**src/rtl/mcst_pkg.sv**
```systemverilog
// Package for the multi-channel slew-limited servo target block.
// Holds widths, command and status codes, register indexes and payload types.
// No dependencies; every other file refers to it by scoped names.
`timescale 1ns / 1ps

package mcst_pkg;

	localparam int NUM_CHANNELS = 6;
	localparam int REPORT_FIELDS = 6;
	localparam int CHAN_W = (NUM_CHANNELS > 1) ? $clog2(NUM_CHANNELS) : 1;

	localparam int POS_W = 12;
	localparam int DEG_W = 8;
	localparam int INTERVAL_W = 10;
	localparam int STEP_W = 12;
	localparam int CFG_IDX_W = 2;
	localparam int CFG_DATA_W = 12;

	localparam logic [DEG_W-1:0] RESET_TARGET_DEG = 8'd90;
	localparam logic [POS_W-1:0] RESET_POSITION = 12'd1440;
	localparam logic [INTERVAL_W-1:0] RESET_INTERVAL = 10'd15;
	localparam logic [STEP_W-1:0] RESET_STEP = 12'd8;
	localparam logic [INTERVAL_W-1:0] COUNT_MAX = 10'd1023;
	localparam logic [15:0] MAX_ANGLE_DEG = 16'd180;

	// Command kinds.
	localparam logic [1:0] KIND_TICK = 2'd0;
	localparam logic [1:0] KIND_SET = 2'd1;
	localparam logic [1:0] KIND_GET = 2'd2;
	localparam logic [1:0] KIND_UNKNOWN = 2'd3;

	// Result status codes.
	localparam logic [1:0] STAT_REPORT = 2'd0;
	localparam logic [1:0] STAT_SET_OK = 2'd1;
	localparam logic [1:0] STAT_SET_BAD = 2'd2;
	localparam logic [1:0] STAT_UNKNOWN = 2'd3;

	// Configuration register indexes.
	localparam logic [CFG_IDX_W-1:0] CFG_UPDATE_INTERVAL = 2'd0;
	localparam logic [CFG_IDX_W-1:0] CFG_MAX_STEP = 2'd1;

	typedef struct packed {
		logic [1:0] kind;
		logic signed [7:0] channel;
		logic signed [15:0] angle;
	} cmd_item_t;

	typedef struct packed {
		logic [1:0] status;
		logic [2:0] echo_channel;
		logic [7:0] pos0;
		logic [7:0] pos1;
		logic [7:0] pos2;
		logic [7:0] pos3;
		logic [7:0] pos4;
		logic [7:0] pos5;
	} rsp_item_t;

	typedef struct packed {
		logic [POS_W-1:0] next_pos;
		logic moving;
	} lane_result_t;

	// Position in sixteenths rounded half up to whole degrees.
	function automatic logic [DEG_W-1:0] round_deg(input logic [POS_W-1:0] pos);
		logic [POS_W:0] sum;
		sum = {1'b0, pos} + (POS_W+1)'(8);
		return sum[POS_W-1:4];
	endfunction

endpackage

```
**src/rtl/mcst_if.sv**
```systemverilog
// Handshake interfaces for the servo target block: command, response, configuration.
// Depends on mcst_pkg for payload types and widths.
`timescale 1ns / 1ps

interface mcst_cmd_if;
	logic valid;
	logic ready;
	mcst_pkg::cmd_item_t data;
	modport source (output valid, output data, input ready);
	modport sink (input valid, input data, output ready);
endinterface

interface mcst_rsp_if;
	logic valid;
	logic ready;
	mcst_pkg::rsp_item_t data;
	modport source (output valid, output data, input ready);
	modport sink (input valid, input data, output ready);
endinterface

interface mcst_cfg_if;
	logic valid;
	logic ready;
	logic [mcst_pkg::CFG_IDX_W-1:0] index;
	logic [mcst_pkg::CFG_DATA_W-1:0] data;
	modport source (output valid, output index, output data, input ready);
	modport sink (input valid, input index, input data, output ready);
endinterface

```
**src/rtl/mcst_slew_lane.sv**
```systemverilog
// One channel's slew step: distance to target, dead band, clamp to the step size.
// Depends on mcst_pkg for widths and the lane result type.
`timescale 1ns / 1ps

module mcst_slew_lane (
	input  logic [mcst_pkg::POS_W-1:0]  cur_pos,
	input  logic [mcst_pkg::DEG_W-1:0]  target_deg,
	input  logic [mcst_pkg::STEP_W-1:0] max_step,
	output mcst_pkg::lane_result_t      result
);

	localparam int DW = mcst_pkg::POS_W + 2;

	logic signed [DW-1:0] tgt_s;
	logic signed [DW-1:0] cur_s;
	logic signed [DW-1:0] step_s;
	logic signed [DW-1:0] diff;
	logic signed [DW-1:0] mag;
	logic signed [DW-1:0] delta;
	logic signed [DW-1:0] sum;

	always_comb begin
		tgt_s = signed'(DW'({target_deg, 4'b0000}));
		cur_s = signed'(DW'(cur_pos));
		step_s = signed'(DW'(max_step));
		diff = tgt_s - cur_s;
		mag = diff[DW-1] ? -diff : diff;
		if (diff > step_s) begin
			delta = step_s;
		end else if (diff < -step_s) begin
			delta = -step_s;
		end else begin
			delta = diff;
		end
		sum = cur_s + delta;
		// A distance of one sixteenth or less counts as arrived.
		result.moving = (mag >= DW'(2));
		result.next_pos = result.moving ? sum[mcst_pkg::POS_W-1:0] : cur_pos;
	end

endmodule

```
**src/rtl/multi_channel_slew_limited_servo_targets.sv**
```systemverilog
// Top level of the multi-channel slew-limited servo target block.
// Depends on mcst_pkg, the interfaces in mcst_if and the mcst_slew_lane module.
`timescale 1ns / 1ps

// The block keeps a target angle in whole degrees and a current position in
// sixteenths of a degree for each servo channel, all at ninety degrees after
// reset. A command transaction is accepted in every cycle in which the response
// register is empty or is being emptied, and its response, if any, is loaded
// into that register on the edge that accepts the command. The sustained rate
// is one transaction per cycle, set only by the response register and the
// downstream ready. Set commands answer with an acknowledge or an error, get
// commands and unknown commands always answer, and ticks answer only when a
// slew update moved at least one channel. Configuration writes are always ready
// and take effect on the next transaction; writes to an index past the second
// register are ignored.

module multi_channel_slew_limited_servo_targets (
	input  logic              clk,
	input  logic              arst_n,
	mcst_cmd_if.sink          cmd,
	mcst_rsp_if.source        rsp,
	mcst_cfg_if.sink          cfg
);

	localparam int NCH = mcst_pkg::NUM_CHANNELS;

	// Configuration registers.
	logic [mcst_pkg::INTERVAL_W-1:0] interval_q;
	logic [mcst_pkg::STEP_W-1:0]     max_step_q;

	// Channel state and the millisecond counter.
	logic [mcst_pkg::POS_W-1:0]      pos_q [NCH];
	logic [mcst_pkg::DEG_W-1:0]      tgt_q [NCH];
	logic [mcst_pkg::INTERVAL_W-1:0] ms_q;

	// Response register.
	logic                rsp_valid_q;
	mcst_pkg::rsp_item_t rsp_q;

	mcst_pkg::lane_result_t lane_res [NCH];
	logic [NCH-1:0]         lane_moving;

	logic                            cmd_fire;
	logic [mcst_pkg::INTERVAL_W:0]   cnt_inc;
	logic [mcst_pkg::INTERVAL_W-1:0] cnt_sat;
	logic                            tick_update;
	logic                            set_ok;
	logic [mcst_pkg::CHAN_W-1:0]     set_idx;
	logic                            has_result;
	logic [mcst_pkg::DEG_W-1:0]      rep_deg [mcst_pkg::REPORT_FIELDS];
	mcst_pkg::rsp_item_t             rsp_d;

	assign cfg.ready = 1'b1;
	assign cmd.ready = !rsp_valid_q || rsp.ready;
	assign cmd_fire = cmd.valid && cmd.ready;
	assign rsp.valid = rsp_valid_q;
	assign rsp.data = rsp_q;

	// The six slew computations run in parallel on the stored state.
	for (genvar i = 0; i < NCH; i++) begin : g_lane
		mcst_slew_lane u_lane (
			.cur_pos    (pos_q[i]),
			.target_deg (tgt_q[i]),
			.max_step   (max_step_q),
			.result     (lane_res[i])
		);
		assign lane_moving[i] = lane_res[i].moving;
	end

	// Report fields: a tick reports the freshly updated positions, a get
	// reports the stored ones. Fields without a channel read zero.
	for (genvar j = 0; j < mcst_pkg::REPORT_FIELDS; j++) begin : g_rep
		if (j < NCH) begin : g_has
			assign rep_deg[j] = (cmd.data.kind == mcst_pkg::KIND_TICK)
				? mcst_pkg::round_deg(lane_res[j].next_pos)
				: mcst_pkg::round_deg(pos_q[j]);
		end else begin : g_none
			assign rep_deg[j] = '0;
		end
	end

	always_comb begin
		// The counter saturates rather than wrapping; an interval of zero
		// updates on every tick.
		cnt_inc = {1'b0, ms_q} + (mcst_pkg::INTERVAL_W+1)'(1);
		cnt_sat = cnt_inc[mcst_pkg::INTERVAL_W] ? mcst_pkg::COUNT_MAX
			: cnt_inc[mcst_pkg::INTERVAL_W-1:0];
		tick_update = (cnt_sat >= interval_q);

		set_ok = !cmd.data.channel[7]
			&& (unsigned'(cmd.data.channel) < 8'(NCH))
			&& !cmd.data.angle[15]
			&& (unsigned'(cmd.data.angle) <= mcst_pkg::MAX_ANGLE_DEG);
		set_idx = cmd.data.channel[mcst_pkg::CHAN_W-1:0];

		rsp_d = '0;
		has_result = 1'b1;
		case (cmd.data.kind)
			mcst_pkg::KIND_TICK: begin
				has_result = tick_update && (|lane_moving);
				rsp_d.status = mcst_pkg::STAT_REPORT;
			end
			mcst_pkg::KIND_SET: begin
				if (set_ok) begin
					rsp_d.status = mcst_pkg::STAT_SET_OK;
					rsp_d.echo_channel = cmd.data.channel[2:0];
				end else begin
					rsp_d.status = mcst_pkg::STAT_SET_BAD;
				end
			end
			mcst_pkg::KIND_GET: begin
				rsp_d.status = mcst_pkg::STAT_REPORT;
			end
			default: begin
				rsp_d.status = mcst_pkg::STAT_UNKNOWN;
			end
		endcase

		if (cmd.data.kind == mcst_pkg::KIND_TICK || cmd.data.kind == mcst_pkg::KIND_GET) begin
			rsp_d.pos0 = rep_deg[0];
			rsp_d.pos1 = rep_deg[1];
			rsp_d.pos2 = rep_deg[2];
			rsp_d.pos3 = rep_deg[3];
			rsp_d.pos4 = rep_deg[4];
			rsp_d.pos5 = rep_deg[5];
		end
	end

	// Configuration writes.
	always_ff @(posedge clk or negedge arst_n) begin
		if (!arst_n) begin
			interval_q <= mcst_pkg::RESET_INTERVAL;
			max_step_q <= mcst_pkg::RESET_STEP;
		end else if (cfg.valid && cfg.ready) begin
			case (cfg.index)
				mcst_pkg::CFG_UPDATE_INTERVAL: begin
					interval_q <= cfg.data[mcst_pkg::INTERVAL_W-1:0];
				end
				mcst_pkg::CFG_MAX_STEP: begin
					max_step_q <= cfg.data[mcst_pkg::STEP_W-1:0];
				end
				default: begin
				end
			endcase
		end
	end

	// Millisecond counter: clears when an update runs, else counts each tick, saturating.
	always_ff @(posedge clk or negedge arst_n) begin
		if (!arst_n) begin
			ms_q <= '0;
		end else if (cmd_fire && cmd.data.kind == mcst_pkg::KIND_TICK) begin
			ms_q <= tick_update ? '0 : cnt_sat;
		end
	end

	// Per-channel position and target registers.
	for (genvar i = 0; i < NCH; i++) begin : g_state
		always_ff @(posedge clk or negedge arst_n) begin
			if (!arst_n) begin
				pos_q[i] <= mcst_pkg::RESET_POSITION;
				tgt_q[i] <= mcst_pkg::RESET_TARGET_DEG;
			end else if (cmd_fire) begin
				if (cmd.data.kind == mcst_pkg::KIND_TICK && tick_update) begin
					pos_q[i] <= lane_res[i].next_pos;
				end
				if (cmd.data.kind == mcst_pkg::KIND_SET && set_ok
					&& set_idx == mcst_pkg::CHAN_W'(i)) begin
					tgt_q[i] <= cmd.data.angle[mcst_pkg::DEG_W-1:0];
				end
			end
		end
	end

	// Response register: loads on any transaction that yields a response and
	// empties when downstream takes it.
	always_ff @(posedge clk or negedge arst_n) begin
		if (!arst_n) begin
			rsp_valid_q <= 1'b0;
		end else if (cmd_fire && has_result) begin
			rsp_valid_q <= 1'b1;
		end else if (rsp.ready) begin
			rsp_valid_q <= 1'b0;
		end
	end

	always_ff @(posedge clk) begin
		if (cmd_fire && has_result) begin
			rsp_q <= rsp_d;
		end
	end

endmodule
```
**src/flat_wrapper.sv**
```systemverilog
// flat-port wrapper written by rule: the top's interface ports become plain ports
module multi_channel_slew_limited_servo_targets_flat 
  (clk, arst_n, cmd_valid, cmd_data, cmd_ready, rsp_valid, rsp_data, rsp_ready, cfg_valid, cfg_index, cfg_data, cfg_ready);
  mcst_cmd_if cmd_i ();
  mcst_rsp_if rsp_i ();
  mcst_cfg_if cfg_i ();
  input  logic clk;
  input  logic arst_n;
  input wire logic [$bits(cmd_i.valid)-1:0] cmd_valid;
  input wire logic [$bits(cmd_i.data)-1:0] cmd_data;
  output wire logic [$bits(cmd_i.ready)-1:0] cmd_ready;
  output wire logic [$bits(rsp_i.valid)-1:0] rsp_valid;
  output wire logic [$bits(rsp_i.data)-1:0] rsp_data;
  input wire logic [$bits(rsp_i.ready)-1:0] rsp_ready;
  input wire logic [$bits(cfg_i.valid)-1:0] cfg_valid;
  input wire logic [$bits(cfg_i.index)-1:0] cfg_index;
  input wire logic [$bits(cfg_i.data)-1:0] cfg_data;
  output wire logic [$bits(cfg_i.ready)-1:0] cfg_ready;
  assign cmd_i.valid = cmd_valid;
  assign cmd_i.data = cmd_data;
  assign cmd_ready = cmd_i.ready;
  assign rsp_valid = rsp_i.valid;
  assign rsp_data = rsp_i.data;
  assign rsp_i.ready = rsp_ready;
  assign cfg_i.valid = cfg_valid;
  assign cfg_i.index = cfg_index;
  assign cfg_i.data = cfg_data;
  assign cfg_ready = cfg_i.ready;
  multi_channel_slew_limited_servo_targets u_core (.clk(clk), .arst_n(arst_n), .cmd(cmd_i), .rsp(rsp_i), .cfg(cfg_i));
endmodule
```
**config.mk**
```make
export PLATFORM = sky130hd
export DESIGN_NAME = multi_channel_slew_limited_servo_targets_flat
export DESIGN_NICKNAME = d
export VERILOG_FILES = /design/src/rtl/mcst_pkg.sv /design/src/rtl/mcst_if.sv /design/src/rtl/mcst_slew_lane.sv /design/src/rtl/multi_channel_slew_limited_servo_targets.sv /design/src/flat_wrapper.sv
export SDC_FILE = /design/constraint.sdc
export NUM_CORES = 1
export LEC_CHECK = 0
export BUFFER_PORTS_ARGS = -buffer_cell sky130_fd_sc_hd__buf_2
export CAP_MARGIN = 20
export CORE_MARGIN = 3
export CORE_UTILIZATION = 64
export DETAILED_ROUTE_END_ITERATION = 12
export PLACE_DENSITY = 0.87
export SLEW_MARGIN = 25
export SYNTH_ARGS = -nofsm -noshare
export SYNTH_HDL_FRONTEND = slang
export SYNTH_SLANG_ARGS = --single-unit
export TNS_END_PERCENT = 20
```
**constraint.sdc**
```tcl
create_clock -name clk -period 10.7 [get_ports clk]
set_input_delay 2.675 -clock clk [delete_from_list [all_inputs] [get_ports clk]]
set_output_delay 2.675 -clock clk [all_outputs]
set_load 0.03 [all_outputs]
```
==> qor.csv, run 1 <==
metric,value,unit
setup TNS,0,ps
Switch Pwr,0.00363,W
die area,0.0377,mm2
predominant post-synthesis flop cell,dfrtp_1,
setup slack after layout,1590,ps
critical path's slowest cell,xnor2_1,
critical path arrival,9520,ps
Flop pwr share,16.2,%
Tot Pwr,0.00715,W
min-delay worst type,flop to flop,
final hold violation count,0,
Area Growth Syn to Fin,8.63,%
clk buf depth,3,
WP buf/inv,3,
"Max FO, Critical Path",19,
vias in the first global route,21000,
htree depth,1,
worst skew pair latency,550,ps
clk sinks,206,
Syn Std Cell Area,0.0227,mm2
I/O Buffers,99,
number of placement rows,68,
Clock power frac,11.9,%
post-place setup slack,1940,ps
Worst Tran Pin Value,1140,ps
CTS resizes,0,
post-synthesis cell count,2683,
leakage power,11.3,nW
Tot GR Track Use,37.0,%
Setup Viol. Count Final,0,
Final HPWL DP,53000,um
share of cells above drive strength 1,14.5,%
CTS Hold Bufs,0,
Max Cap Violations,0,
outcome,"complete, no violations",
number of fill cells in the layout,2732,
GP Congestion,1.03,
cell taking the most area after synthesis,ha_1,
post-synthesis sequential area ratio,24.2,%
CP Class,flop to flop,
Clock Skews,14.6,ps
"delay-heaviest family, CP",simple AND/OR/NAND/NOR gates,
Die Width,194,um
Ports,101,
CP Capture Type,flop,
post-synthesis cell type count,101,
number of diodes,0,
Initial Util,65.3,%
Synthesized Nets,3023,
first-pass GRT wire length,113000,um
sw frac,50.7,%
crit-path max cell delay,900,ps
Avg Inst Size Synth,8.44,um2
via count,21700,
Hold Path Origin,u_core.tgt_q[43],
Final ANT Viol Nets,0,
"CTS clk-pin slew, worst paths",60,ps
initial drt markers,2025,
crit share post-route,85.2,%
fin nets,3109,
number of synthesized flops with an enable pin,53,
core area,0.0347,mm2
Post-synth ARST share,74.3,%
#FFs+latches synth,206,
Synth top area share,16.0,%
Inserted Clock Buffers,24,
maximum clock rate,0.110,GHz
CP Data Required Time,11100,ps
DRT Pass-1 Iters,6,
Comb pwr share,71.9,%
pin count of the biggest net entering global routing,61,
synth top area cells,"ha_1 16%, dfrtp_1 11%, edfxtp_1 7.0%",
Most common cell on crit path,ha_1,
vias per cell,6.70,
PD cells,290,mW/mm2
minimum clock period,9110,ps
crit path launch type,flop,
Internal Power,0.00352,W
Max Slew Vio Count,0,
post-CTS setup buffer count,0,
CTS tree,yes,
clk root buf,clkbuf_16,
peak supply drop,0.236,mV
RSZ-0062 raised after global routing,no,
RR Startpoint,u_core.max_step_q[0],
Ys Warns,0,
initial antenna violation count,2,
Worst slew margin,23.3,%
die height,194,um
Critical Path Source,u_core.max_step_q[0],
gr ovfl total,0,
routed wire length,72300,um
per-cell routed wire length,22.3,um
drt drc,0,
## worst min-delay path, stage by stage (launching register included)
cell	delay, ps
dfstp_2	370
nand2_1	50
o21ai_0	70
## cell usage after synthesis (14+ instances only)
| library cell | n |
|---|---|
| nand2_1 | 212 |
| edfxtp_1 | 53 |
| a211oi_1 | 42 |
| or2_2 | 17 |
| and3_1 | 27 |
| dfrtp_1 | 100 |
| nor2b_1 | 54 |
| mux2_2 | 101 |
| nand3b_1 | 16 |
| a21oi_1 | 181 |
| o211ai_1 | 28 |
| o21ai_0 | 196 |
| clkbuf_1 | 61 |
| o22ai_1 | 23 |
| mux2i_1 | 67 |
| nand3_1 | 74 |
| inv_1 | 165 |
| buf_2 | 15 |
| a31oi_1 | 19 |
| ha_1 | 289 |
| o21a_1 | 26 |
| xor2_1 | 55 |
| nor2_1 | 195 |
| xnor2_1 | 123 |
| dfstp_2 | 53 |
| nor3_1 | 72 |
| nand2b_1 | 40 |
| nor4_1 | 23 |
| o21bai_1 | 14 |
| and2_1 | 18 |
| or3_1 | 20 |
| a21o_1 | 43 |
| nand4_1 | 35 |
## cell families (layout without fill, tap and decap cells)
| kind of cell | count (synthesis) | in the layout | share of synthesized area (%) |
|---|---|---|---|
| buffers and inverters | 256 | 360 | 4.46 |
| other | 1 | 1 | 0.0166 |
| AND/OR/NAND/NOR | 859 | 859 | 19.3 |
| adder cells (fa/ha/maj) | 297 | 297 | 16.6 |
| AO/OA/AOI/OAI | 712 | 712 | 20.1 |
| multiplexers | 168 | 168 | 7.98 |
| flip-flops | 206 | 206 | 24.2 |
| XOR/XNOR | 184 | 184 | 7.44 |
## sequential cells by signal, indices dropped and copies added (netlist names)
signal,flops
u_core.max_step_q,12
u_core.rsp.valid,1
u_core.rsp.data,53
u_core.tgt_q,48
u_core.pos_q,72
u_core.ms_q,10
u_core.interval_q,10
## layout make-up
class | instances | area, um2 | share of cell area (%)
multi-input cells | 2221 | 16200 | 66.0
well taps | 455 | 569 | 2.31
clock buffers | 35 | 766 | 3.11
inverters | 169 | 634 | 2.58
flip-flops and latches | 206 | 5490 | 22.3
repair buffers | 147 | 862 | 3.50
clock inverters | 9 | 56.3 | 0.229
## metrics by stage
stage	util [%]	cell area (um2)	cells	hold slack [ps]
global placement	68.5	23800	3198	462
finish	70.9	24600	3242	493
CTS	70.8	24600	3242	495
floorplan	-	22700	2683	445
detailed placement	68.5	23800	3198	467
global route	70.9	24600	3242	505
## layout by cell type (no fill, tap or decap), types with 20 or more instances in the layout
cell type,netlist,routed
a211oi_1,42,42
a21o_1,43,43
a21oi_1,181,181
and3_1,27,27
buf_2,15,98
buf_4,4,48
clkbuf_16,0,27
dfrtp_1,100,100
dfstp_2,53,53
edfxtp_1,53,53
ha_1,289,289
inv_1,165,165
mux2_2,101,101
mux2i_1,67,67
nand2_1,212,212
nand2b_1,40,40
nand3_1,74,74
nand4_1,35,35
nor2_1,195,193
nor2b_1,54,54
nor3_1,72,71
nor4_1,23,20
o211ai_1,28,28
o21a_1,26,26
o21ai_0,196,196
o22ai_1,23,23
or3_1,20,20
xnor2_1,123,122
xor2_1,55,55
## path summary, 6_finish.rpt
kind,endpoint,slack (ps),cells after the start
setup / recovery,u_core.rsp.data[39],1590,29
hold / removal,u_core.tgt_q[43],490,2
setup reg to reg,u_core.rsp.data[39],1590,29
hold reg to reg,u_core.tgt_q[43],490,2
max in group asynchronous,u_core.pos_q[23],7460,2
min in group asynchronous,u_core.tgt_q[39],2050,1
## layer usage
layer,global-route usage [%],part of all wire (%),vias up,wire length (um)
li1,-,-,10100,-
met1,49.1,40,10200,28900
met2,58.6,44,1188,31900
met3,6.43,9.8,257,7110
met4,18.4,6.0,0,4350
met5,0,0,-,0
## power by group through the flow
| stage | clock network [W] | registers [W] | logic [W] |
|---|---|---|---|
| 6_report | 0.000850 | 0.00116 | 0.00514 |
| 5_1_grt | 0.000902 | 0.00117 | 0.00563 |
| 4_1_cts | 0.000864 | 0.00115 | 0.00501 |
| 3_5_place_dp | 0 | 0.00116 | 0.00497 |
| 3_3_place_gp | 0 | 0.00115 | 0.00478 |
| 2_1_floorplan | 0 | 0.00114 | 0.00374 |
Power figures use the tool's default switching activity.
==> inputs of run 2 (changes only) <==
--- a/config.mk
+++ b/config.mk
@@ -6,13 +6,14 @@
 export NUM_CORES = 1
 export LEC_CHECK = 0
 export BUFFER_PORTS_ARGS = -buffer_cell sky130_fd_sc_hd__buf_2
-export CAP_MARGIN = 20
+export CAP_MARGIN = 10
 export CORE_MARGIN = 3
-export CORE_UTILIZATION = 64
+export CORE_UTILIZATION = 65
 export DETAILED_ROUTE_END_ITERATION = 12
-export PLACE_DENSITY = 0.87
+export PLACE_DENSITY = 0.88
 export SLEW_MARGIN = 25
 export SYNTH_ARGS = -nofsm -noshare
 export SYNTH_HDL_FRONTEND = slang
+export SYNTH_HIERARCHICAL = 1
 export SYNTH_SLANG_ARGS = --single-unit
 export TNS_END_PERCENT = 20
==> qor.csv, run 2 <==
metric,value,unit
Max Slew Vio Count,0,
Worst slew margin,38.0,%
Largest register FFs,72,
vias per cell,6.65,
crit-path max cell delay,720,ps
final hold violation count,0,
RSZ-0062 raised after global routing,no,
share of cells above drive strength 1,14.8,%
Final ANT Viol Nets,0,
routed wire length,74500,um
predominant post-synthesis flop cell,dfrtp_1,
"delay-heaviest family, CP",compound AO/OA/AOI/OAI gates,
worst skew pair latency,570,ps
minimum clock period,8210,ps
outcome,"complete, no violations",
clk sinks,206,
Syn Std Cell Area,0.0248,mm2
maximum clock rate,0.122,GHz
CTS tree,yes,
Worst Tran Pin Value,925,ps
Final HPWL DP,54400,um
Ys Warns,6,
Tot GR Track Use,35.3,%
post-synthesis cell type count,116,
setup TNS,0,ps
most frequent cells in the layout,"293 x ha_1, 252 x nor2_1, 234 x a21oi_1, 211 x nand2_1, 208 x inv_1",
crit share post-route,76.7,%
CTS resizes,0,
setup slack after layout,2490,ps
most frequent cells after synthesis,"293 x ha_1, 253 x nor2_1, 234 x a21oi_1",
drt drc,0,
post-synthesis cell count,2938,
first-pass GRT wire length,118000,um
gr ovfl total,0,
pin count of the biggest net entering global routing,113,
Area Growth Syn to Fin,7.75,%
post-synthesis sequential area ratio,22.1,%
via count,23500,
storage element area,0.00549,mm2
critical path's slowest cell,a211oi_1,
fin nets,3345,
post-CTS setup buffer count,0,
#FFs+latches synth,206,
Final Util,72.0,%
Initial Util,66.9,%
Synthesized Nets,3282,
"Max FO, Critical Path",21,
critical path arrival,8490,ps
footprint of the multi-input gates,0.0182,mm2
number of fill cells in the layout,2824,
number of synthesized flops with an enable pin,53,
Ports,101,
RR Startpoint,u_core/pos_q[48],
clk buf depth,3,
most common cell in the netlist,ha_1,
vias in the first global route,23200,
Synth top area share,14.8,%
Post-synth ARST share,74.3,%
die height,201,um
Setup Viol. Count Final,0,
number of placement rows,70,
DRT Pass-1 Iters,6,
die area,0.0406,mm2
min-delay worst type,flop to flop,
CP Data Required Time,10980,ps
CP Capture Type,flop,
WP buf/inv,2,
per-cell routed wire length,21.1,um
"commonest non-fill, non-tap cell in the layout",ha_1,
Die Width,201,um
GP Congestion,1.01,
"CTS clk-pin slew, worst paths",70,ps
Avg Inst Size Synth,8.45,um2
Most common cell on crit path,a21oi_1,
Inserted Clock Buffers,26,
CTS Hold Bufs,0,
Clock Skews,21.4,ps
crit path launch type,flop,
Critical Path Source,u_core/pos_q[48],
post-place setup slack,2430,ps
I/O Buffers,99,
Max Cap Violations,0,
htree depth,1,
synth top area cells,"ha_1 15%, dfrtp_1 10%, edfxtp_1 6.4%",
cell taking the most area after synthesis,ha_1,
Hold Path Origin,u_core/tgt_q[5],
initial antenna violation count,3,
initial drt markers,2385,
clk root buf,clkbuf_16,
Biggest register,u_core/pos_q,
worst hold slack,506,ps
CP Class,flop to flop,
core area,0.0371,mm2
-- run 2: path summary, 6_finish.rpt --
check	depth (start not counted)	slack [ps]	to
max	29	2490	u_core/rsp.data[39]
min	1	510	u_core/tgt_q[5]
max reg2reg	29	2490	u_core/rsp.data[39]
min reg2reg	1	510	u_core/tgt_q[5]
max in group asynchronous	2	7370	u_core/tgt_q[27]
min in group asynchronous	1	2200	u_core/ms_q[0]
-- run 2: area by class of cell --
| type | instances | area share (%) |
|---|---|---|
| Antenna cell | 2 | 0.0187 |
| Clock buffer | 32 | 2.63 |
| Clock inverter | 16 | 0.678 |
| Inverter | 210 | 2.95 |
| Multi-Input combinational cell | 2425 | 68.0 |
| Sequential cell | 206 | 20.5 |
| Tap cell | 504 | 2.36 |
| Timing Repair Buffer | 132 | 2.90 |
-- run 2: cell families after synthesis --
family	after synthesis	synth area share [%]
AOI/OAI and AO/OA	702	18.9
muxes	222	9.75
other	1	0.0151
xor gates and xnor gates	231	8.33
and+or+nand+nor	967	20.5
buffers and inverters	307	5.09
DFF	206	22.1
adders and majority gates	302	15.4
-- run 2: layer usage --
metal  global-route usage, %  part of all wire [%]  wire length, um  vias up
met4                    17.9                   5.5             4090        0
met5                       0                     0                0        -
li1                        -                     -                -    10900
met3                    6.03                   9.4             6970      285
met1                    44.1                    39            29300    11100
met2                    59.1                    46            34200     1258
-- run 2: worst reg2reg max path: cells and delay by family (launching register included) --
| family | cells | cell delay (ps) |
|---|---|---|
| AOI/OAI and AO/OA | 12 | 2820 |
| DFF | 1 | 480 |
| adders and majority gates | 3 | 1130 |
| and+or+nand+nor | 7 | 1930 |
| muxes | 3 | 930 |
| xor gates and xnor gates | 2 | 260 |
| buffers and inverters | 2 | 360 |
-- run 2: through the flow --
step	area, um2	std cells
finish	26800	3527
global route	26800	3526
CTS	26700	3525
detailed placement	25800	3477
global placement	25800	3476
floorplan	24800	2938
Power of run 2 is left out: the tool's default activity adds up to more than one toggle a clock period on the data nets, which glitch-free logic cannot reach.
